$ cat src/sv/ramr_pkg.sv
`timescale 1ns / 1ps
`default_nettype none

package ramr_pkg;

	// Operand widths. The numerator is signed, the denominator one bit narrower.
	localparam int OPERAND_BITS = 16;
	localparam int NUM_W = OPERAND_BITS;
	localparam int DEN_W = OPERAND_BITS - 1;

	// Signed width of a cross product sum, and the width of its magnitude.
	localparam int PROD_W = 2 * OPERAND_BITS;
	localparam int MAG_W = 2 * OPERAND_BITS - 1;

	// Shared subtractor width: one bit above the magnitude for the divider trial.
	localparam int SUB_W = MAG_W + 1;

	// Counters for the common power of two and for the division steps.
	localparam int SHF_W = $clog2(MAG_W + 1);
	localparam int CNT_W = $clog2(MAG_W);

	// Result field widths, and the width used to sign-extend before truncation.
	localparam int RES_NUM_W = 32;
	localparam int RES_DEN_W = 31;
	localparam int WIDE_W = 64;

	typedef enum logic [1:0] {
		CMD_ADD = 2'd0,
		CMD_MUL = 2'd1,
		CMD_INC = 2'd2,
		CMD_CMP = 2'd3
	} cmd_t;

	typedef struct packed {
		cmd_t                     command;
		logic signed [NUM_W-1:0]  a_num;
		logic        [DEN_W-1:0]  a_den;
		logic signed [NUM_W-1:0]  b_num;
		logic        [DEN_W-1:0]  b_den;
	} req_t;

	typedef struct packed {
		logic signed [RES_NUM_W-1:0] res_num;
		logic        [RES_DEN_W-1:0] res_den;
		logic                        is_equal;
		logic                        bad_operand;
	} rsp_t;

	// Operands handed to the reduction unit.
	typedef struct packed {
		logic [MAG_W-1:0] mag;
		logic [MAG_W-1:0] den;
	} red_in_t;

	// Reduced magnitudes returned by the reduction unit.
	typedef struct packed {
		logic [MAG_W-1:0] num;
		logic [MAG_W-1:0] den;
	} red_out_t;

	typedef enum logic [3:0] {
		ST_IDLE,
		ST_DEN,
		ST_NUM1,
		ST_NUM2,
		ST_SUM,
		ST_REDUCE,
		ST_WAIT,
		ST_DONE
	} ctl_state_t;

	typedef enum logic [2:0] {
		RS_IDLE,
		RS_GCD,
		RS_DIVN,
		RS_DIVD,
		RS_DONE
	} red_state_t;

endpackage

`default_nettype wire

$ cat src/sv/rational_add_mul_reduce.sv
`timescale 1ns / 1ps
`default_nettype none

// A compare or a zero denominator goes straight from idle to the result strobe. Increment
// goes to the reduction at once; multiply and add first form the denominator and numerator
// products, add also sums the cross products, and a zero numerator skips the reduction.
// Throughput: one word at a time; busy stays high through the strobe cycle, so the next word
// is taken no earlier than the cycle after the strobe. The receiver cannot stall the result.
// arst_n returns both sequencers to idle at once, datapath registers are not reset.

module rational_add_mul_reduce (
	input  wire logic            clk,
	input  wire logic            arst_n,
	input  wire logic            start,
	input  wire ramr_pkg::req_t  req,
	output      logic            busy,
	output      logic            done,
	output      ramr_pkg::rsp_t  rsp
);

	ramr_pkg::ctl_state_t st_q, st_nx;
	ramr_pkg::req_t       req_q;

	logic signed [ramr_pkg::PROD_W-1:0] num_q, prod_q;
	logic        [ramr_pkg::MAG_W-1:0]  den_q;
	logic                               neg_q, eq_q, bad_q;

	logic                                 accept;
	logic                                 bad_in;
	logic                                 red_go, red_fin;
	ramr_pkg::red_in_t                    red_in;
	ramr_pkg::red_out_t                   red_out;
	logic signed [ramr_pkg::NUM_W:0]      mx, my;
	logic signed [2*ramr_pkg::NUM_W+1:0]  prod_full;
	logic        [ramr_pkg::PROD_W-1:0]   abs_num;
	logic signed [ramr_pkg::PROD_W-1:0]   quo_s;
	logic signed [ramr_pkg::WIDE_W-1:0]   num_wide;
	logic        [ramr_pkg::WIDE_W-1:0]   den_wide;

	assign accept = start && !busy;

	// Denominator check for the incoming word: increment looks at a_den only.
	assign bad_in = (req.command == ramr_pkg::CMD_INC) ? (req.a_den == '0)
	                                                   : ((req.a_den == '0) || (req.b_den == '0));

	// Shared multiplier, registered before any use of its product.
	assign prod_full = mx * my;

	// Magnitude of the numerator, and the signed reduced numerator.
	assign abs_num = num_q[ramr_pkg::PROD_W-1] ? -num_q : num_q;
	assign quo_s   = {1'b0, red_out.num};

	assign red_in.mag = abs_num[ramr_pkg::MAG_W-1:0];
	assign red_in.den = den_q;

	// Output decode: handshake, multiplier operands and the reduction kick-off.
	always_comb begin
		busy   = (st_q != ramr_pkg::ST_IDLE);
		done   = (st_q == ramr_pkg::ST_DONE);
		red_go = 1'b0;
		mx     = {2'b00, req_q.a_den};
		my     = {2'b00, req_q.b_den};
		unique case (st_q)
			ramr_pkg::ST_NUM1: begin
				mx = {req_q.a_num[ramr_pkg::NUM_W-1], req_q.a_num};
				if (req_q.command == ramr_pkg::CMD_MUL) begin
					my = {req_q.b_num[ramr_pkg::NUM_W-1], req_q.b_num};
				end
			end
			ramr_pkg::ST_NUM2: begin
				mx = {req_q.b_num[ramr_pkg::NUM_W-1], req_q.b_num};
				my = {2'b00, req_q.a_den};
			end
			ramr_pkg::ST_REDUCE: begin
				red_go = (num_q != '0);
			end
			default: begin
			end
		endcase
	end

	// Next state.
	always_comb begin
		st_nx = st_q;
		unique case (st_q)
			ramr_pkg::ST_IDLE: begin
				if (accept) begin
					priority if (req.command == ramr_pkg::CMD_CMP || bad_in)
						st_nx = ramr_pkg::ST_DONE;
					else if (req.command == ramr_pkg::CMD_INC)
						st_nx = ramr_pkg::ST_REDUCE;
					else
						st_nx = ramr_pkg::ST_DEN;
				end
			end
			ramr_pkg::ST_DEN:  st_nx = ramr_pkg::ST_NUM1;
			ramr_pkg::ST_NUM1: st_nx = ramr_pkg::ST_NUM2;
			ramr_pkg::ST_NUM2: begin
				st_nx = (req_q.command == ramr_pkg::CMD_ADD) ? ramr_pkg::ST_SUM
				                                             : ramr_pkg::ST_REDUCE;
			end
			ramr_pkg::ST_SUM:    st_nx = ramr_pkg::ST_REDUCE;
			ramr_pkg::ST_REDUCE: st_nx = (num_q == '0) ? ramr_pkg::ST_DONE : ramr_pkg::ST_WAIT;
			ramr_pkg::ST_WAIT:   if (red_fin) st_nx = ramr_pkg::ST_DONE;
			ramr_pkg::ST_DONE:   st_nx = ramr_pkg::ST_IDLE;
			default:             st_nx = ramr_pkg::ST_IDLE;
		endcase
	end

	always_ff @(posedge clk or negedge arst_n) begin
		if (!arst_n) begin
			st_q <= ramr_pkg::ST_IDLE;
		end else begin
			st_q <= st_nx;
		end
	end

	// Datapath: operand capture, products, sum and the signed reduced result.
	always_ff @(posedge clk) begin
		unique case (st_q)
			ramr_pkg::ST_IDLE: begin
				if (accept) begin
					req_q <= req;
					eq_q  <= (req.command == ramr_pkg::CMD_CMP) &&
					         (req.a_num == req.b_num) && (req.a_den == req.b_den);
					bad_q <= (req.command != ramr_pkg::CMD_CMP) && bad_in;
					priority if (req.command == ramr_pkg::CMD_CMP || bad_in) begin
						num_q <= '0;
						den_q <= '0;
					end else begin
						num_q <= ramr_pkg::PROD_W'(req.a_num) + ramr_pkg::PROD_W'(req.a_den);
						den_q <= ramr_pkg::MAG_W'(req.a_den);
					end
				end
			end
			ramr_pkg::ST_DEN: begin
				prod_q <= prod_full[ramr_pkg::PROD_W-1:0];
			end
			ramr_pkg::ST_NUM1: begin
				den_q  <= prod_q[ramr_pkg::MAG_W-1:0];
				prod_q <= prod_full[ramr_pkg::PROD_W-1:0];
			end
			ramr_pkg::ST_NUM2: begin
				num_q  <= prod_q;
				prod_q <= prod_full[ramr_pkg::PROD_W-1:0];
			end
			ramr_pkg::ST_SUM: begin
				num_q <= num_q + prod_q;
			end
			ramr_pkg::ST_REDUCE: begin
				neg_q <= num_q[ramr_pkg::PROD_W-1];
			end
			ramr_pkg::ST_WAIT: begin
				if (red_fin) begin
					num_q <= neg_q ? -quo_s : quo_s;
					den_q <= red_out.den;
				end
			end
			default: begin
			end
		endcase
	end

	ramr_reduce u_reduce (
		.clk     (clk),
		.arst_n  (arst_n),
		.go      (red_go),
		.red_in  (red_in),
		.fin     (red_fin),
		.red_out (red_out)
	);

	// Result word: sign-extend the numerator, zero-extend the denominator, then keep the field widths.
	assign num_wide = ramr_pkg::WIDE_W'(num_q);
	assign den_wide = ramr_pkg::WIDE_W'(den_q);

	assign rsp.res_num     = num_wide[ramr_pkg::RES_NUM_W-1:0];
	assign rsp.res_den     = den_wide[ramr_pkg::RES_DEN_W-1:0];
	assign rsp.is_equal    = eq_q;
	assign rsp.bad_operand = bad_q;

`ifndef SYNTHESIS
	// An accepted word makes the block busy on the next cycle.
	a_accept_busy: assert property (@(posedge clk) disable iff (!arst_n)
		accept |=> busy)
		else $error("accepted word did not make the block busy");

	// A flagged operand always comes with a zeroed result.
	a_bad_zero: assert property (@(posedge clk) disable iff (!arst_n)
		(done && rsp.bad_operand) |-> (rsp.res_num == '0 && rsp.res_den == '0))
		else $error("bad operand result not zeroed");

	// Equality and operand error are never reported together.
	a_eq_bad: assert property (@(posedge clk) disable iff (!arst_n)
		done |-> !(rsp.is_equal && rsp.bad_operand))
		else $error("equality and error flagged together");

	// The result strobe lasts a single cycle and frees the block.
	a_done_pulse: assert property (@(posedge clk) disable iff (!arst_n)
		done |=> (!done && !busy))
		else $error("result strobe longer than one cycle");
`endif

endmodule

`default_nettype wire

$ cat src/sv/ramr_reduce.sv
`timescale 1ns / 1ps
`default_nettype none

module ramr_reduce (
	input  wire logic                clk,
	input  wire logic                arst_n,
	input  wire logic                go,
	input  wire ramr_pkg::red_in_t   red_in,
	output      logic                fin,
	output      ramr_pkg::red_out_t  red_out
);

	ramr_pkg::red_state_t st_q, st_nx;

	logic [ramr_pkg::MAG_W-1:0] mag_q, den_q;
	logic [ramr_pkg::MAG_W-1:0] u_q, v_q, g_q;
	logic [ramr_pkg::MAG_W-1:0] rem_q, quo_q, num_res_q;
	logic [ramr_pkg::SHF_W-1:0] k_q;
	logic [ramr_pkg::CNT_W-1:0] cnt_q;

	// Shared subtractor: GCD difference or divider trial subtraction.
	logic [ramr_pkg::SUB_W-1:0] sa, sb;
	logic [ramr_pkg::SUB_W:0]   diff;
	logic                       borrow;
	logic                       same;
	logic                       div_last;
	logic [ramr_pkg::MAG_W-1:0] quo_nx, rem_nx;

	assign diff     = {1'b0, sa} - {1'b0, sb};
	assign borrow   = diff[ramr_pkg::SUB_W];
	assign same     = (diff == '0);
	assign div_last = (cnt_q == ramr_pkg::CNT_W'(ramr_pkg::MAG_W - 1));

	// One restoring division step: keep the difference when it does not borrow.
	assign quo_nx = {quo_q[ramr_pkg::MAG_W-2:0], ~borrow};
	assign rem_nx = borrow ? sa[ramr_pkg::MAG_W-1:0] : diff[ramr_pkg::MAG_W-1:0];

	// Output decode: operand selection for the subtractor and the finish strobe.
	always_comb begin
		fin = 1'b0;
		sa  = {1'b0, u_q};
		sb  = {1'b0, v_q};
		unique case (st_q)
			ramr_pkg::RS_DIVN, ramr_pkg::RS_DIVD: begin
				sa = {rem_q, quo_q[ramr_pkg::MAG_W-1]};
				sb = {1'b0, g_q};
			end
			ramr_pkg::RS_DONE: begin
				fin = 1'b1;
			end
			default: begin
			end
		endcase
	end

	assign red_out.num = num_res_q;
	assign red_out.den = quo_q;

	// Next state.
	always_comb begin
		st_nx = st_q;
		unique case (st_q)
			ramr_pkg::RS_IDLE: if (go) st_nx = ramr_pkg::RS_GCD;
			ramr_pkg::RS_GCD:  if (same) st_nx = ramr_pkg::RS_DIVN;
			ramr_pkg::RS_DIVN: if (div_last) st_nx = ramr_pkg::RS_DIVD;
			ramr_pkg::RS_DIVD: if (div_last) st_nx = ramr_pkg::RS_DONE;
			ramr_pkg::RS_DONE: st_nx = ramr_pkg::RS_IDLE;
			default:           st_nx = ramr_pkg::RS_IDLE;
		endcase
	end

	always_ff @(posedge clk or negedge arst_n) begin
		if (!arst_n) begin
			st_q <= ramr_pkg::RS_IDLE;
		end else begin
			st_q <= st_nx;
		end
	end

	// Binary GCD, then both magnitudes divided by it, one quotient bit a cycle.
	always_ff @(posedge clk) begin
		unique case (st_q)
			ramr_pkg::RS_IDLE: begin
				if (go) begin
					mag_q <= red_in.mag;
					den_q <= red_in.den;
					u_q   <= red_in.mag;
					v_q   <= red_in.den;
					k_q   <= '0;
				end
			end
			ramr_pkg::RS_GCD: begin
				priority if (same) begin
					g_q   <= u_q << k_q;
					rem_q <= '0;
					quo_q <= mag_q;
					cnt_q <= '0;
				end else if (!u_q[0] && !v_q[0]) begin
					u_q <= u_q >> 1;
					v_q <= v_q >> 1;
					k_q <= k_q + 1'b1;
				end else if (!u_q[0]) begin
					u_q <= u_q >> 1;
				end else if (!v_q[0]) begin
					v_q <= v_q >> 1;
				end else if (borrow) begin
					// Keep the larger value in u so the subtraction stays positive.
					u_q <= v_q;
					v_q <= u_q;
				end else begin
					u_q <= diff[ramr_pkg::MAG_W:1];
				end
			end
			ramr_pkg::RS_DIVN: begin
				if (div_last) begin
					num_res_q <= quo_nx;
					rem_q     <= '0;
					quo_q     <= den_q;
					cnt_q     <= '0;
				end else begin
					rem_q <= rem_nx;
					quo_q <= quo_nx;
					cnt_q <= cnt_q + 1'b1;
				end
			end
			ramr_pkg::RS_DIVD: begin
				cnt_q <= cnt_q + 1'b1;
				rem_q <= rem_nx;
				quo_q <= quo_nx;
			end
			default: begin
			end
		endcase
	end

`ifndef SYNTHESIS
	// The divisor found by the GCD loop is never zero.
	a_gcd_nonzero: assert property (@(posedge clk) disable iff (!arst_n)
		(st_q == ramr_pkg::RS_DIVN) |-> (g_q != '0))
		else $error("reduction divisor is zero");

	// A new operand pair is only taken while the unit is idle.
	a_go_idle: assert property (@(posedge clk) disable iff (!arst_n)
		go |-> (st_q == ramr_pkg::RS_IDLE))
		else $error("reduction started while busy");

	// The reduced denominator is never zero.
	a_den_nonzero: assert property (@(posedge clk) disable iff (!arst_n)
		fin |-> (red_out.den != '0))
		else $error("reduced denominator is zero");
`endif

endmodule

`default_nettype wire
$ cat config.mk
export PLATFORM = sky130hd
export DESIGN_NAME = rational_add_mul_reduce
export DESIGN_NICKNAME = d
export VERILOG_FILES = /design/src/sv/ramr_pkg.sv /design/src/sv/rational_add_mul_reduce.sv /design/src/sv/ramr_reduce.sv
export SDC_FILE = /design/constraint.sdc
export NUM_CORES = 2
export LEC_CHECK = 0
export ABC_AREA = 1
export BUFFER_PORTS_ARGS = -buffer_cell sky130_fd_sc_hd__clkbuf_2
export CAP_MARGIN = 20
export CORE_MARGIN = 2
export CORE_UTILIZATION = 50
export CTS_CLUSTER_DIAMETER = 80
export CTS_CLUSTER_SIZE = 40
export DETAILED_ROUTE_END_ITERATION = 10
export PLACE_DENSITY = 0.76
export REMOVE_ABC_BUFFERS = 1
export SLEW_MARGIN = 20
export SYNTH_ARGS = -nofsm -noshare
export SYNTH_HDL_FRONTEND = slang
export SYNTH_SLANG_ARGS = --single-unit
$ cat constraint.sdc
create_clock -name clk -period 9.1 [get_ports clk]
set_input_delay 1.365 -clock clk [delete_from_list [all_inputs] [get_ports clk]]
set_output_delay 1.365 -clock clk [all_outputs]
set_load 0.1 [all_outputs]
==> impl_metrics.env <==
export IMPL_crit_arrival_ps=8340
export IMPL_via_per_inst=5.77
export IMPL_setup_tns_ps=0
export IMPL_crit_path_max_incr_delay_ps=570
export IMPL_syn_area_per_cell_um2=8.55
export IMPL_routed_wl_mm=112
export IMPL_postCtsHoldBufs=0
export IMPL_cts_max_path_buffers=3
export IMPL_numCtsBuffers=26
export IMPL_postSynth_asyncResetShare_pct=1.41
export IMPL_hold_class="reg2reg"
export IMPL_cts_clk_slew_worst_paths_ps=110
export IMPL_critical_path_class="reg2reg"
export IMPL_critPathRequiredTime_ps=9430
export IMPL_fin_area_um2=38900
export IMPL_period_needed_ps=8000
export IMPL_yosysSeqAreaShare_pct=35.2
export IMPL_regArea_um2=12800
export IMPL_synth_area_leaders="edfxtp_1 (35%), fa_1 (15%), nand2_1 (8.5%)"
export IMPL_fillers=6591
export IMPL_wl_per_cell_um=21.2
export IMPL_syn_to_final_growth_pct=7.48
export IMPL_setup_worst_path_start_class="flop"
export IMPL_ctsResizeCount=0
export IMPL_placed_area_um2=37900
export IMPL_dieArea_um2=74600
export IMPL_maxSlewViolCount=0
export IMPL_gp_congestion=0.983
export IMPL_fp_dieW_um=273
export IMPL_io_pins=134
export IMPL_post_cts_buffers=0
export IMPL_antenna_found_initial=0
export IMPL_relSlewSlack_pct=22.8
export IMPL_fin_util_pct=54.4
export IMPL_rsz0062_at_grt="false"
export IMPL_io_buffers=133
export IMPL_syn_inst=4238
export IMPL_route_vias_total=30411
export IMPL_finalCritPeriodShare_pct=88.0
export IMPL_grt_max_degree=68
export IMPL_synth_edf_count=420
export IMPL_cap_violations=0
export IMPL_finalHoldViolations=0
export IMPL_yosysWarnings=0
export IMPL_tightest_slew_ps=1150
export IMPL_synth_top_cells_by_count="nand2_1 (822), inv_1 (618), nor2_1 (462)"
export IMPL_std_cell_rows=98
export IMPL_clock_skew_final_ps=40.0
export IMPL_h_tree_depth=1
export IMPL_ys_ff_latch=426
export IMPL_grt_pass1_wl_mm=171
export IMPL_drt_iter0_drc=2880
export IMPL_critPathMaxFanout=26
export IMPL_grt_pass1_vias=29938
export IMPL_die_h_um=273
export IMPL_yosysUniqueCellTypes=66
export IMPL_cpMaxStageDelayCell="fa_1"
export IMPL_antenna_left=0
export IMPL_drc=0
export IMPL_cts_root_buf="clkbuf_16"
export IMPL_grt_overflow=0
export IMPL_status="complete, no violations"
export IMPL_synth_most_common_cell="nand2_1"
export IMPL_netlist_area_um2=36200
export IMPL_final_nets=4808
export IMPL_fmax_ghz=0.125
export IMPL_start_util_pct=50.6
export IMPL_clk_latency_ps=610
export IMPL_setup_viol=0
export IMPL_grt_use_total_pct=29.7
export IMPL_dpl_hpwl_mm=89.4
export IMPL_core_um2=71600
export IMPL_ys_flop_type="edfxtp_1"
export IMPL_netlist_area_leader_share_pct=34.8
export IMPL_crit_top_cell="fa_1"
export IMPL_multi_input_area_um2=20500
export IMPL_layout_drive_gt1_share_pct=8.36
export IMPL_drtPass1Iterations=8
export IMPL_cts_sinks=426
export IMPL_yosys_area_top_type="edfxtp_1"
export IMPL_r2r_slack_ps=1100
export IMPL_crit_path_end_kind="flop"
export IMPL_cts_tree="yes"
## flip-flops by register name, indices dropped and copies added (netlist names), 3 cells and up
| name | cells |
|---|---|
| den_q | 31 |
| u_reduce.v_q | 31 |
| u_reduce.num_res_q | 31 |
| u_reduce.rem_q | 31 |
| u_reduce.quo_q | 31 |
| u_reduce.cnt_q | 5 |
| u_reduce.den_q | 31 |
| num_q | 32 |
| u_reduce.u_q | 31 |
| u_reduce.mag_q | 31 |
| prod_q | 32 |
| u_reduce.st_q | 3 |
| u_reduce.g_q | 31 |
| req_q | 64 |
| st_q | 3 |
| u_reduce.k_q | 5 |
## final timing paths
check	start	endpoint	depth (start not counted)
max	st_q[1]	prod_q[26]	29
min	u_reduce.quo_q[24]	u_reduce.num_res_q[25]	0
max reg2reg	st_q[1]	prod_q[26]	29
min reg2reg	u_reduce.quo_q[24]	u_reduce.num_res_q[25]	0
max in group asynchronous	arst_n	u_reduce.st_q[1]	1
min in group asynchronous	arst_n	st_q[2]	1
## cells by family after synthesis
| kind of cell | Yosys count | share of synthesized area (%) |
|---|---|---|
| xor gates and xnor gates | 94 | 2.34 |
| adders and majority gates | 442 | 21.0 |
| DFF | 426 | 35.2 |
| AOI/OAI and AO/OA | 848 | 13.5 |
| muxes | 48 | 1.33 |
| buffers and inverters | 788 | 8.31 |
| and+or+nand+nor | 1592 | 18.3 |
## worst max-delay path: cells and delay by family (launching register included)
kind                     cells  cell delay, ps
XOR/XNOR                     1              60
adder cells (fa/ha/maj)      7            3350
AO/OA/AOI/OAI                3             780
AND/OR/NAND/NOR             11            1490
buffers and inverters        7            1600
flip-flops                   1             440
## placed cells by master, fill, tap and decap left out, types with 6 or more instances in the layout
cell type / count
o21ai_0: 359
a22o_1: 24
o211ai_1: 31
edfxtp_1: 420
o21bai_1: 6
mux2i_1: 48
clkbuf_16: 27
nor2_2: 16
o22ai_1: 12
nand3_1: 131
a211oi_1: 7
xnor2_1: 44
clkbuf_2: 133
dfrtp_1: 6
a21oi_2: 15
a21oi_1: 260
a21o_1: 7
clkinv_8: 6
a31oi_1: 42
nor2_1: 455
buf_4: 50
nand2_1: 820
nor3_1: 32
nand4_1: 37
or2_2: 22
nor2_4: 8
o31ai_1: 7
inv_2: 17
inv_1: 618
fa_1: 278
o21ai_1: 14
nand2_2: 24
ha_1: 164
o2111ai_1: 25
nor4_1: 20
xor2_1: 47
o21a_1: 8
## layout make-up
class / instances / share of cell area, %
Antenna cell: 1 / 0.00643
Clock buffer: 29 / 1.76
Clock inverter: 19 / 0.816
Inverter: 638 / 6.15
Multi-Input combinational cell: 3024 / 52.8
Sequential cell: 426 / 32.8
Tap cell: 950 / 3.05
Timing Repair Buffer: 183 / 2.67
## per-stage QoR
step                      instances  hold slack, ps  worst slack [ps]
after floorplan                4088             451              -122
after global placement         5221             503              1310
after detailed placement       5221             496              1200
after CTS                      5269             522              1140
after global routing           5269             526               563
final                          5270             532              1100
## per-layer routing
layer / vias to the layer above / GRT usage (%) / share of wire (%)
met4: 0 / 10.0 / 4.0
met5: - / 0 / 0
met2: 1216 / 52.7 / 49
li1: 14167 / - / -
met1: 14805 / 37.7 / 40
met3: 223 / 3.17 / 7.0
Power is left out: the tool's default activity adds up to more than one toggle a clock period on the data nets, which glitch-free logic cannot reach.
